==> src/rtl/sdta_pkg.sv <==
`default_nettype none
// ----------------------------------------------------------------------------
// sdta_pkg
// Shared constants, types and helpers of the signed decimal to ascii unit.
// ----------------------------------------------------------------------------
package sdta_pkg;

	localparam int VALUE_BITS_DEF = 32;
	localparam int QUEUE_DEPTH    = 2;
	localparam int CNT_W          = 5;
	localparam int STEP_BITS      = 4;

	localparam logic [6:0] CHAR_NUL   = 7'h00;
	localparam logic [6:0] CHAR_ZERO  = 7'h30;
	localparam logic [6:0] CHAR_MINUS = 7'h2d;

	typedef struct packed {
		logic             err;
		logic             neg;
		logic [CNT_W-1:0] ndig;
	} job_ctrl_t;

	// decimal digits needed for a magnitude of the given bit width
	function automatic int digit_count(input int bits);
		return (bits * 30103) / 100000 + 1;
	endfunction

endpackage
`default_nettype wire

==> src/rtl/sdta_front.sv <==
`default_nettype none
// ----------------------------------------------------------------------------
// sdta_front
// Accepts an item, forms the magnitude, converts it to bcd four bits a
// cycle and classifies it (digit count, sign, capacity check).
// ----------------------------------------------------------------------------
module sdta_front #(
	parameter int VALUE_BITS = sdta_pkg::VALUE_BITS_DEF
) (
	input  wire                                             clk,
	input  wire                                             arst_n,
	input  wire                                             in_valid,
	output logic                                            in_ready,
	input  wire signed [VALUE_BITS-1:0]                     value,
	input  wire        [7:0]                                capacity,
	output logic                                            push,
	input  wire                                             full,
	output logic [sdta_pkg::digit_count(VALUE_BITS)*4-1:0]  push_bcd,
	output sdta_pkg::job_ctrl_t                             push_ctrl
);
	import sdta_pkg::*;

	localparam int DIGITS   = digit_count(VALUE_BITS);
	localparam int BCD_W    = DIGITS * 4;
	localparam int PAD_BITS = ((VALUE_BITS + STEP_BITS - 1) / STEP_BITS) * STEP_BITS;
	localparam int STEPS    = PAD_BITS / STEP_BITS;
	localparam int STEP_W   = (STEPS > 1) ? $clog2(STEPS) : 1;

	typedef enum logic [1:0] {F_IDLE, F_CONV, F_CLASS, F_PUSH} fstate_t;

	fstate_t               state_q;
	logic [STEP_W-1:0]     step_q;
	logic [PAD_BITS-1:0]   shreg_q;
	logic [BCD_W-1:0]      bcd_q;
	logic                  neg_q;
	logic [7:0]            cap_q;
	job_ctrl_t             ctrl_q;

	logic [VALUE_BITS-1:0] v_u;
	logic [VALUE_BITS-1:0] mag;
	logic [BCD_W-1:0]      bcd_n;
	logic [CNT_W-1:0]      nd;
	logic [7:0]            need;

	assign v_u = value;
	assign mag = v_u[VALUE_BITS-1] ? (~v_u + VALUE_BITS'(1)) : v_u;

	// shift-add-3 over one nibble of the magnitude
	always_comb begin
		bcd_n = bcd_q;
		for (int s = 0; s < STEP_BITS; s++) begin
			for (int d = 0; d < DIGITS; d++) begin
				if (bcd_n[d*4 +: 4] >= 4'd5) begin
					bcd_n[d*4 +: 4] = bcd_n[d*4 +: 4] + 4'd3;
				end
			end
			bcd_n = {bcd_n[BCD_W-2:0], shreg_q[PAD_BITS-1-s]};
		end
	end

	// digit count and space check
	always_comb begin
		nd = CNT_W'(1);
		for (int d = 1; d < DIGITS; d++) begin
			if (bcd_q[d*4 +: 4] != 4'd0) begin
				nd = CNT_W'(d + 1);
			end
		end
		need = 8'(nd) + 8'd1 + {7'b0, neg_q};
	end

	always_ff @(posedge clk or negedge arst_n) begin
		if (!arst_n) begin
			state_q <= F_IDLE;
			step_q  <= '0;
			shreg_q <= '0;
			bcd_q   <= '0;
			neg_q   <= 1'b0;
			cap_q   <= '0;
			ctrl_q  <= '0;
		end else begin
			unique case (state_q)
				F_IDLE: begin
					if (in_valid) begin
						shreg_q <= PAD_BITS'(mag);
						bcd_q   <= '0;
						neg_q   <= v_u[VALUE_BITS-1];
						cap_q   <= capacity;
						step_q  <= STEP_W'(STEPS - 1);
						state_q <= F_CONV;
					end
				end
				F_CONV: begin
					bcd_q   <= bcd_n;
					shreg_q <= shreg_q << STEP_BITS;
					if (step_q == '0) begin
						state_q <= F_CLASS;
					end else begin
						step_q <= step_q - 1'b1;
					end
				end
				F_CLASS: begin
					ctrl_q.err  <= (cap_q < need);
					ctrl_q.neg  <= neg_q;
					ctrl_q.ndig <= nd;
					state_q     <= F_PUSH;
				end
				F_PUSH: begin
					if (!full) begin
						state_q <= F_IDLE;
					end
				end
				default: state_q <= F_IDLE;
			endcase
		end
	end

	assign in_ready  = (state_q == F_IDLE);
	assign push      = (state_q == F_PUSH) && !full;
	assign push_bcd  = bcd_q;
	assign push_ctrl = ctrl_q;

endmodule
`default_nettype wire

==> src/rtl/sdta_fifo.sv <==
`default_nettype none
// ----------------------------------------------------------------------------
// sdta_fifo
// Short queue of classified items between the front and the back.
// ----------------------------------------------------------------------------
module sdta_fifo #(
	parameter int WIDTH = 8,
	parameter int DEPTH = sdta_pkg::QUEUE_DEPTH
) (
	input  wire              clk,
	input  wire              arst_n,
	input  wire              push,
	input  wire  [WIDTH-1:0] wdata,
	output logic             full,
	input  wire              pop,
	output logic [WIDTH-1:0] rdata,
	output logic             empty
);
	import sdta_pkg::*;

	localparam int PTR_W = (DEPTH > 1) ? $clog2(DEPTH) : 1;
	localparam int CNT_Q = $clog2(DEPTH + 1);

	logic [WIDTH-1:0] mem_q [DEPTH];
	logic [PTR_W-1:0] wr_q;
	logic [PTR_W-1:0] rd_q;
	logic [CNT_Q-1:0] cnt_q;

	always_ff @(posedge clk) begin
		if (push) begin
			mem_q[wr_q] <= wdata;
		end
	end

	always_ff @(posedge clk or negedge arst_n) begin
		if (!arst_n) begin
			wr_q  <= '0;
			rd_q  <= '0;
			cnt_q <= '0;
		end else begin
			if (push) begin
				wr_q <= (wr_q == PTR_W'(DEPTH - 1)) ? '0 : wr_q + 1'b1;
			end
			if (pop) begin
				rd_q <= (rd_q == PTR_W'(DEPTH - 1)) ? '0 : rd_q + 1'b1;
			end
			if (push && !pop) begin
				cnt_q <= cnt_q + 1'b1;
			end else if (pop && !push) begin
				cnt_q <= cnt_q - 1'b1;
			end
		end
	end

	assign rdata = mem_q[rd_q];
	assign full  = (cnt_q == CNT_Q'(DEPTH));
	assign empty = (cnt_q == '0);

endmodule
`default_nettype wire

==> src/rtl/sdta_back.sv <==
`default_nettype none
// ----------------------------------------------------------------------------
// sdta_back
// Takes classified items from the queue and emits the sign, the digits and
// the terminator, or the single error result, through an output register.
// ----------------------------------------------------------------------------
module sdta_back #(
	parameter int VALUE_BITS = sdta_pkg::VALUE_BITS_DEF
) (
	input  wire                                             clk,
	input  wire                                             arst_n,
	input  wire                                             empty,
	output logic                                            pop,
	input  wire  [sdta_pkg::digit_count(VALUE_BITS)*4-1:0]  pop_bcd,
	input  sdta_pkg::job_ctrl_t                             pop_ctrl,
	output logic                                            out_valid,
	input  wire                                             out_ready,
	output logic [6:0]                                      char_code,
	output logic                                            last,
	output logic                                            error
);
	import sdta_pkg::*;

	localparam int DIGITS = digit_count(VALUE_BITS);
	localparam int BCD_W  = DIGITS * 4;
	localparam int IDX_W  = $clog2(DIGITS);

	typedef enum logic [2:0] {B_IDLE, B_ERR, B_SIGN, B_DIG, B_TERM} bstate_t;

	bstate_t          state_q;
	logic [BCD_W-1:0] bcd_q;
	logic [IDX_W-1:0] idx_q;
	logic             out_valid_q;
	logic [6:0]       char_q;
	logic             last_q;
	logic             error_q;

	logic             ld;
	logic [3:0]       dig;
	logic [CNT_W-1:0] top_idx;

	assign ld      = !out_valid_q || out_ready;
	assign dig     = bcd_q[idx_q*4 +: 4];
	assign top_idx = pop_ctrl.ndig - 1'b1;
	assign pop     = (state_q == B_IDLE) && !empty;

	always_ff @(posedge clk or negedge arst_n) begin
		if (!arst_n) begin
			state_q     <= B_IDLE;
			bcd_q       <= '0;
			idx_q       <= '0;
			out_valid_q <= 1'b0;
			char_q      <= CHAR_NUL;
			last_q      <= 1'b0;
			error_q     <= 1'b0;
		end else begin
			unique case (state_q)
				B_IDLE: begin
					if (ld) begin
						out_valid_q <= 1'b0;
					end
					if (!empty) begin
						bcd_q <= pop_bcd;
						idx_q <= IDX_W'(top_idx);
						if (pop_ctrl.err) begin
							state_q <= B_ERR;
						end else if (pop_ctrl.neg) begin
							state_q <= B_SIGN;
						end else begin
							state_q <= B_DIG;
						end
					end
				end
				B_ERR: begin
					if (ld) begin
						out_valid_q <= 1'b1;
						char_q      <= CHAR_NUL;
						last_q      <= 1'b1;
						error_q     <= 1'b1;
						state_q     <= B_IDLE;
					end
				end
				B_SIGN: begin
					if (ld) begin
						out_valid_q <= 1'b1;
						char_q      <= CHAR_MINUS;
						last_q      <= 1'b0;
						error_q     <= 1'b0;
						state_q     <= B_DIG;
					end
				end
				B_DIG: begin
					if (ld) begin
						out_valid_q <= 1'b1;
						char_q      <= CHAR_ZERO + {3'b000, dig};
						last_q      <= 1'b0;
						error_q     <= 1'b0;
						if (idx_q == '0) begin
							state_q <= B_TERM;
						end else begin
							idx_q <= idx_q - 1'b1;
						end
					end
				end
				B_TERM: begin
					if (ld) begin
						out_valid_q <= 1'b1;
						char_q      <= CHAR_NUL;
						last_q      <= 1'b1;
						error_q     <= 1'b0;
						state_q     <= B_IDLE;
					end
				end
				default: state_q <= B_IDLE;
			endcase
		end
	end

	assign out_valid = out_valid_q;
	assign char_code = char_q;
	assign last      = last_q;
	assign error     = error_q;

endmodule
`default_nettype wire

==> src/rtl/signed_decimal_to_ascii_unit.sv <==
`default_nettype none
// ----------------------------------------------------------------------------
// signed_decimal_to_ascii_unit
// Converts a signed integer to ascii decimal text, one character per item.
// ----------------------------------------------------------------------------
// Input channel (in_valid/in_ready): value and capacity. Output channel
// (out_valid/out_ready): char_code, last, error. Each input item yields an
// optional '-', the digits most significant first and a NUL with last set;
// if capacity cannot hold sign, digits and NUL, a single item with char_code
// 0, last 1 and error 1 is sent instead.
// The front converts the magnitude four bits a cycle (shift-add-3), then
// classifies the item and pushes it into the queue before it takes the next
// value. The back sends one character per cycle while out_ready is high,
// and fetches each item from the queue in its idle state before the first
// character of that item.
// A two-entry queue lets the front convert the next value while the back
// is still sending; when out_ready is low the back holds its output
// register and the queue fills, after which in_ready stays low.
// Reset clears all control state; no item is in flight after reset.
// ----------------------------------------------------------------------------
module signed_decimal_to_ascii_unit #(
	parameter int VALUE_BITS = sdta_pkg::VALUE_BITS_DEF
) (
	input  wire                         clk,
	input  wire                         arst_n,
	input  wire                         in_valid,
	output logic                        in_ready,
	input  wire signed [VALUE_BITS-1:0] value,
	input  wire        [7:0]            capacity,
	output logic                        out_valid,
	input  wire                         out_ready,
	output logic [6:0]                  char_code,
	output logic                        last,
	output logic                        error
);
	import sdta_pkg::*;

	localparam int BCD_W = digit_count(VALUE_BITS) * 4;
	localparam int ENT_W = BCD_W + $bits(job_ctrl_t);

	logic             q_push;
	logic             q_full;
	logic             q_pop;
	logic             q_empty;
	logic [BCD_W-1:0] f_bcd;
	job_ctrl_t        f_ctrl;
	logic [BCD_W-1:0] b_bcd;
	job_ctrl_t        b_ctrl;
	logic [ENT_W-1:0] q_wdata;
	logic [ENT_W-1:0] q_rdata;

	sdta_front #(
		.VALUE_BITS(VALUE_BITS)
	) u_front (
		.clk      (clk),
		.arst_n   (arst_n),
		.in_valid (in_valid),
		.in_ready (in_ready),
		.value    (value),
		.capacity (capacity),
		.push     (q_push),
		.full     (q_full),
		.push_bcd (f_bcd),
		.push_ctrl(f_ctrl)
	);

	assign q_wdata = {f_ctrl, f_bcd};

	sdta_fifo #(
		.WIDTH(ENT_W),
		.DEPTH(QUEUE_DEPTH)
	) u_fifo (
		.clk   (clk),
		.arst_n(arst_n),
		.push  (q_push),
		.wdata (q_wdata),
		.full  (q_full),
		.pop   (q_pop),
		.rdata (q_rdata),
		.empty (q_empty)
	);

	assign b_bcd  = q_rdata[BCD_W-1:0];
	assign b_ctrl = q_rdata[ENT_W-1:BCD_W];

	sdta_back #(
		.VALUE_BITS(VALUE_BITS)
	) u_back (
		.clk      (clk),
		.arst_n   (arst_n),
		.empty    (q_empty),
		.pop      (q_pop),
		.pop_bcd  (b_bcd),
		.pop_ctrl (b_ctrl),
		.out_valid(out_valid),
		.out_ready(out_ready),
		.char_code(char_code),
		.last     (last),
		.error    (error)
	);

`ifndef SYNTHESIS
	a_err_shape: assert property (@(posedge clk) disable iff (!arst_n)
		out_valid && error |-> last && (char_code == CHAR_NUL))
		else $error("error item without last or with a character");

	a_queue_no_overflow: assert property (@(posedge clk) disable iff (!arst_n)
		q_push |-> !q_full)
		else $error("queue written while full");

	a_busy_after_accept: assert property (@(posedge clk) disable iff (!arst_n)
		in_valid && in_ready |=> !in_ready)
		else $error("front ready right after taking an item");

	a_pop_only_filled: assert property (@(posedge clk) disable iff (!arst_n)
		q_pop |-> !q_empty)
		else $error("queue read while empty");
`endif

endmodule
`default_nettype wire

==> config.mk <==
export PLATFORM = sky130hd
export DESIGN_NAME = signed_decimal_to_ascii_unit
export DESIGN_NICKNAME = d
export VERILOG_FILES = /design/src/rtl/sdta_pkg.sv /design/src/rtl/sdta_front.sv /design/src/rtl/sdta_fifo.sv /design/src/rtl/sdta_back.sv /design/src/rtl/signed_decimal_to_ascii_unit.sv
export SDC_FILE = /design/constraint.sdc
export NUM_CORES = 1
export LEC_CHECK = 0
export ABC_CLOCK_PERIOD_IN_PS = 12800
export BUFFER_PORTS_ARGS = -buffer_cell sky130_fd_sc_hd__buf_2
export CAP_MARGIN = 0
export CORE_MARGIN = 2
export CORE_UTILIZATION = 50
export DETAILED_ROUTE_END_ITERATION = 8
export MAX_ROUTING_LAYER = met4
export PLACE_DENSITY = 0.69
export SKIP_LAST_GASP = 1
export SLEW_MARGIN = 5
export SYNTH_ARGS = -nofsm -noshare
export SYNTH_HDL_FRONTEND = slang
export SYNTH_SLANG_ARGS = --single-unit
==> constraint.sdc <==
create_clock -name clk -period 12.8 [get_ports clk]
set_input_delay 0 -clock clk [delete_from_list [all_inputs] [get_ports clk]]
set_output_delay 0 -clock clk [all_outputs]
set_load 0.01 [all_outputs]
# Word level (Yosys, flattened, before mapping)
# Memory sizes are Yosys's and may differ from the RTL's.
# Index checks and enable logic that the tools add are counted.
# totals
register_bits	154
ramBits	94
inputBits	44
out_inout_bits	11
elab_cells	272
n_memories	1
# mem_list
name	words	word_bits	read_ports	rd_ports_with_merged_regs	wr	line_no	source
u_fifo.mem_q	2	47	1	0	1	sdta_fifo.sv:24	logic [WIDTH-1:0] mem_q [DEPTH];
# op_classes
n_addsub	51
magnitude_cmp	41
n_eq_ne	23
shifts	1
muxes	88
n_bitwise	2
reduce_logical	46
# op_table
op	n
4-bit two-way mux	42
4-bit by 3-bit greater-or-equal comparator with 1-bit output (second input constant)	40
4-bit by 2-bit adder with 4-bit output (second input constant)	36
40-bit case mux with 2 select lines	1
32-bit two-way mux	2
32-bit case mux with 2 select lines	1
3-bit two-way mux	16
40-bit two-way mux	1
40-bit by 7-bit indexed part select with 4-bit output	1
4-bit nonzero test	9
32-bit by 1-bit adder with 32-bit output (second input constant)	1
32-bit inverter	1
7-bit two-way mux	3
7-bit case mux with 3 select lines	1
2-bit by 1-bit inequality test with 1-bit output (second input constant)	10
3-bit AND reduction	5
2-bit two-way mux	7
3-bit by 2-bit adder with 3-bit output (second input constant)	4
3-bit case mux with 4 select lines	1
2-bit nonzero test	6
2-bit inequality test (second input constant)	5
8-bit by 1-bit adder with 8-bit output	1
8-bit less-than comparator	1
2-bit case mux with 4 select lines	1
30 further kinds	56

# Depth between registers and ports, before layout
# logic_depth
ltp_word	13
ltp_mapped	24
mapped_depth_nobuf	24

# Cells and area by module
# A second synthesis with hierarchy kept.
# hier_totals
cells_unflattened	1645
area_unflattened_um2	16238.1
# modules_own_cells
mod	instances	cells_each	area_per_inst_um2	seq_area_each_um2
sdta_front	1	1269	9815.7	2302.2
sdta_fifo	1	162	3657.3	2922.8
sdta_back	1	214	2765.2	1401.3

# Least setup slack after synthesis
# OpenSTA, ideal clock, no wires.
# synth_path
kind	flip-flop to flip-flop
start	register u_front.bcd_q[36], in the netlist u_front.push_bcd[36]
end	register u_front.bcd_q[38], in the netlist u_front.push_bcd[38]
t_arrival_ns	4.223
path_slack_ns	8.456
path_stages_with_launch	24
path_cell_list	dfrtp_1 ha_1 nand2b_1 a21oi_1 xnor2_1 inv_1 ha_1 inv_1 nor2_1 a211o_1 nor2b_1 xnor2_1 ha_1 nor2b_1 or2_2 a2111oi_0 a31oi_1 and2_1 xor2_1 ha_1 nor2b_1 o21ai_0 mux2i_1 a22o_1
# synth_between
elab_chain_cells	9
elab_cells_between_ends	13
classes_between	add/sub: 4; order compare: 4; mux: 5
# synth_lines
item	line_no	source
start: declaration	sdta_front.sv:34	logic [BCD_W-1:0] bcd_q;
start signal: assignment	sdta_front.sv:94	bcd_q <= bcd_n;
4-bit by 3-bit greater-or-equal comparator with 1-bit output or 3-bit by 2-bit adder with 3-bit output (tied branches)	sdta_front.sv:53, sdta_front.sv:54	
3-bit two-way mux *	sdta_front.sv:53	if (bcd_n[d*4 +: 4] >= 4'd5) begin
4-bit by 3-bit greater-or-equal comparator with 1-bit output or 3-bit by 2-bit adder with 3-bit output (tied branches)	sdta_front.sv:53, sdta_front.sv:54	
3-bit two-way mux *	sdta_front.sv:53	
4-bit by 3-bit greater-or-equal comparator with 1-bit output or 3-bit by 2-bit adder with 3-bit output (tied branches)	sdta_front.sv:53, sdta_front.sv:54	
3-bit two-way mux *	sdta_front.sv:53	
4-bit by 3-bit greater-or-equal comparator with 1-bit output or 3-bit by 2-bit adder with 3-bit output (tied branches)	sdta_front.sv:53, sdta_front.sv:54	
3-bit two-way mux *	sdta_front.sv:53	
40-bit case mux with 2 select lines *	sdta_front.sv:82	unique case (state_q)
# Mark *: on every way between the ends. The rest lies on a longest branch, timed or not.
# A chain may end at the register's enable or synchronous reset.

# Worst setup path in the final report
# layout_path
start	register u_front.bcd_q[32], in the netlist u_front.push_bcd[32]
end	register u_front.bcd_q[38], in the netlist u_front.push_bcd[38]
# layout_between
elab_chain_cells	9
elab_cells_between_ends	19
classes_between	add/sub: 6; order compare: 6; mux: 7
# layout_lines
item	line_no	source
4-bit by 2-bit adder with 4-bit output or 4-bit by 3-bit greater-or-equal comparator with 1-bit output (tied branches)	sdta_front.sv:54, sdta_front.sv:53	
4-bit two-way mux *	sdta_front.sv:53	
4-bit by 2-bit adder with 4-bit output, or another cell as far along	sdta_front.sv:54	bcd_n[d*4 +: 4] = bcd_n[d*4 +: 4] + 4'd3;
4-bit two-way mux or 3-bit two-way mux (tied branches)	sdta_front.sv:53	
4-bit by 2-bit adder with 4-bit output, or another cell as far along	sdta_front.sv:54	
4-bit two-way mux or 3-bit two-way mux (tied branches)	sdta_front.sv:53	
4-bit by 3-bit greater-or-equal comparator with 1-bit output or 3-bit by 2-bit adder with 3-bit output (tied branches)	sdta_front.sv:53, sdta_front.sv:54	
3-bit two-way mux *	sdta_front.sv:53	
40-bit case mux with 2 select lines *	sdta_front.sv:82	
# Marked as above.

==> impl_metrics.ini <==
[outcome]
status = complete, no violations

[cells_and_area]
post-route-util_pct = 57.2
drive_above_1_share_pct = 10.1
diodes = 0
layout_commonest_cell = nor2_1
layout_common_cells = 157 x nor2_1, 151 x dfrtp_1, 139 x nand2_1, 121 x a21oi_1, 112 x o21ai_0
syn2layout_area_growth_pct = 12.4
nNetsFinal = 1764

[worst_setup_path]
crit_family = compound AO/OA/AOI/OAI gates
cp_cell_sequence = inv_1, ha_1, nor2b_1, nor3_1, a21oi_1, ha_1, inv_1, nor2_1, a211o_1, nor2b_1, xnor2_1, ha_1, nor2b_1, or2_2, a2111oi_0, a31oi_1, and2_1, xor2_1, ha_1, nor2b_1, o21ai_0, mux2i_1, a22o_1
cp_num_buf_inv = 2
cp.arrival_ps = 5370
crit_path_top_delay_cell = dfrtp_1
required_ps = 13210
start_kind = flip-flop
crit_fanout = 9
critPathCaptureType = flip-flop
crit_type = flip-flop to flip-flop
max_stage_delay_ps = 470

[timing]
fin_skew_ps = 16.2
setup_tns_ps = 0
worst_slew_pin_slew_ps = 1030
worst_slew_margin_rel_pct = 31.0
setup_viol = 0
hold_viol_final = 0
rsz0062_at_grt = false
fin_crit_sh_pct = 38.7
slew_violations = 0
fmax_ghz = 0.202
post-route-min-period_ps = 4960

[yosys]
synth-seq-area-share_pct = 43.3
yosysUniqueCellTypes = 75
synth_compound_area_share_pct = 19.5
synth_ff_type = dfrtp_1
synth_area_sq_um = 15200
synth_area_per_cell_sq_um = 9.63
synth_top_family_by_area = compound AO/OA/AOI/OAI gates
synth-simple-area-share_pct = 14.1
synthXorXnorAreaFrac_pct = 3.64
async_flop_share_pct = 62.3
synth_fp_nets = 1702
synth_edf_count = 92
yosys_warnings = 0
ys_ff_latch = 244
synthCells = 1575
synthAdderAreaFrac_pct = 6.85
synthMuxAreaShare_pct = 8.96

[route]
vias = 11600
wire_per_inst_um = 15.9
drt_iter0_drc = 790
drc = 0
postRouteAntennaNets = 0
viasPerCell = 5.69
routed_wirelength_mm = 32.5
drtPass1Iterations = 7

[clock_network]
post_cts_buffers = 0
clk_latency_ps = 530
cts.clk_slew.worst_paths_ps = 60
cts_tree = done
cts_root_buf = clkbuf_16
clock_sinks = 244
holdBufCountCts = 39
clockBufferDepth = 3
cts-resized-gates = 0
htreeDepth = 1
cts-buffers-inserted = 26

[floorplanning]
initial_core_util_pct = 50.9
die_area_sq_um = 31800
die_h_um = 178
fp.dieW_um = 178
core_sq_um = 29800
std_cell_rows = 63
ios = 55

[global_route]
grt_pass1_vias = 11200
track_usage_pct = 21.6
grt_first_pass_wirelength_mm = 54.7
antenna_found_initial = 0
grt_overflow = 0
grt_max_degree = 86

[placement]
detailed_place_hpwl_mm = 22.1
gp_congestion = 0.854
port-buffer-count = 53

[hold_path]
hold_class = input pin to flip-flop

[run]
cap_violations = 0
-- flip-flops by register name (all words and copies together), names as in the netlist --
signal             count
u_back.state_q         3
u_front.step_q         3
u_back.last            1
u_front.push_bcd      40
u_front.cap_q          8
u_back.idx_q           4
u_front.neg_q          1
u_fifo.rd_q            1
u_back.error           1
u_fifo.wr_q            1
u_back.out_valid       1
u_fifo.mem_q          92
u_back.char_code       6
u_front.shreg_q       32
u_front.push_ctrl      6
u_back.bcd_q          40
u_front.state_q        2
u_fifo.cnt_q           2
-- synthesized netlist by cell type, drive strengths merged (15+ instances only) --
master  count  share of area, %
a211o      16              0.92
a211oi     33               1.6
a21boi     15              0.74
a21oi     121               4.0
and2       16              0.66
clkbuf     55               1.4
dfrtp     152                25
edfxtp     92                18
ha         83               6.8
inv        77               1.9
mux2       23               1.7
mux2i      92               6.1
nand2     139               3.4
nand2b     33               1.4
nand3      18              0.59
nor2      158               3.9
nor2b      23              0.95
o21a       18              0.89
o21ai     117               3.9
o21bai     18              0.89
o22ai      19              0.78
or2        16              0.68
xnor2      31               1.8
xor2       32               1.8
-- metrics by stage --
stage	std cells	hold WS, ps	setup WS, ps	cell area [sq um]
final	2047	5.56	7840	17000
after global routing	2047	44.6	7480	17000
after floorplan	1575	-296	8460	15200
after global placement	1960	118	8170	15800
after CTS	2047	2.11	7800	17000
after detailed placement	1960	119	7840	15800
-- final timing paths --
check / start / to / slack (ps) / cells past startpoint
min reg2reg: u_front.push_ctrl[2] / u_fifo.mem_q[1][42] / 470 / 0
max in group asynchronous: arst_n / u_front.push_bcd[25] / 11260 / 3
max reg2reg: u_front.push_bcd[32] / u_front.push_bcd[38] / 7840 / 23
min in group asynchronous: arst_n / u_front.cap_q[7] / 110 / 2
max: u_front.push_bcd[32] / u_front.push_bcd[38] / 7840 / 23
min: value[4] / u_front.shreg_q[4] / 6 / 5
-- final cells by class --
cell class,count,area (sq um)
Clock buffer,37,753
Clock inverter,11,136
Fill cell,2588,12800
Inverter,77,289
Multi-Input combinational cell,1187,8080
Sequential cell,244,6570
Tap cell,390,488
Timing Repair Buffer,101,729
-- metal layers --
metal	track usage [%]	share of wire, %	routed length (um)
met4	4.74	1.8	583
met1	28.8	47	15400
met3	2.09	3.1	1020
met2	35.9	48	15500
met5	-	0	0
-- cell families after synthesis --
logic type / Yosys count
AOI/OAI and AO/OA: 458
xor gates and xnor gates: 63
adders and majority gates: 83
buffers and inverters: 144
DFF: 244
muxes: 123
other: 2
and+or+nand+nor: 458
-- worst min-delay path: stages --
cell and delay [ps]:
buf_2 130, xor2_1 80, nor2_1 80, a21oi_1 40, o21ai_0 150
Power is left out: the tool's default activity adds up to more than one toggle a clock period on the data nets, which glitch-free logic cannot reach.
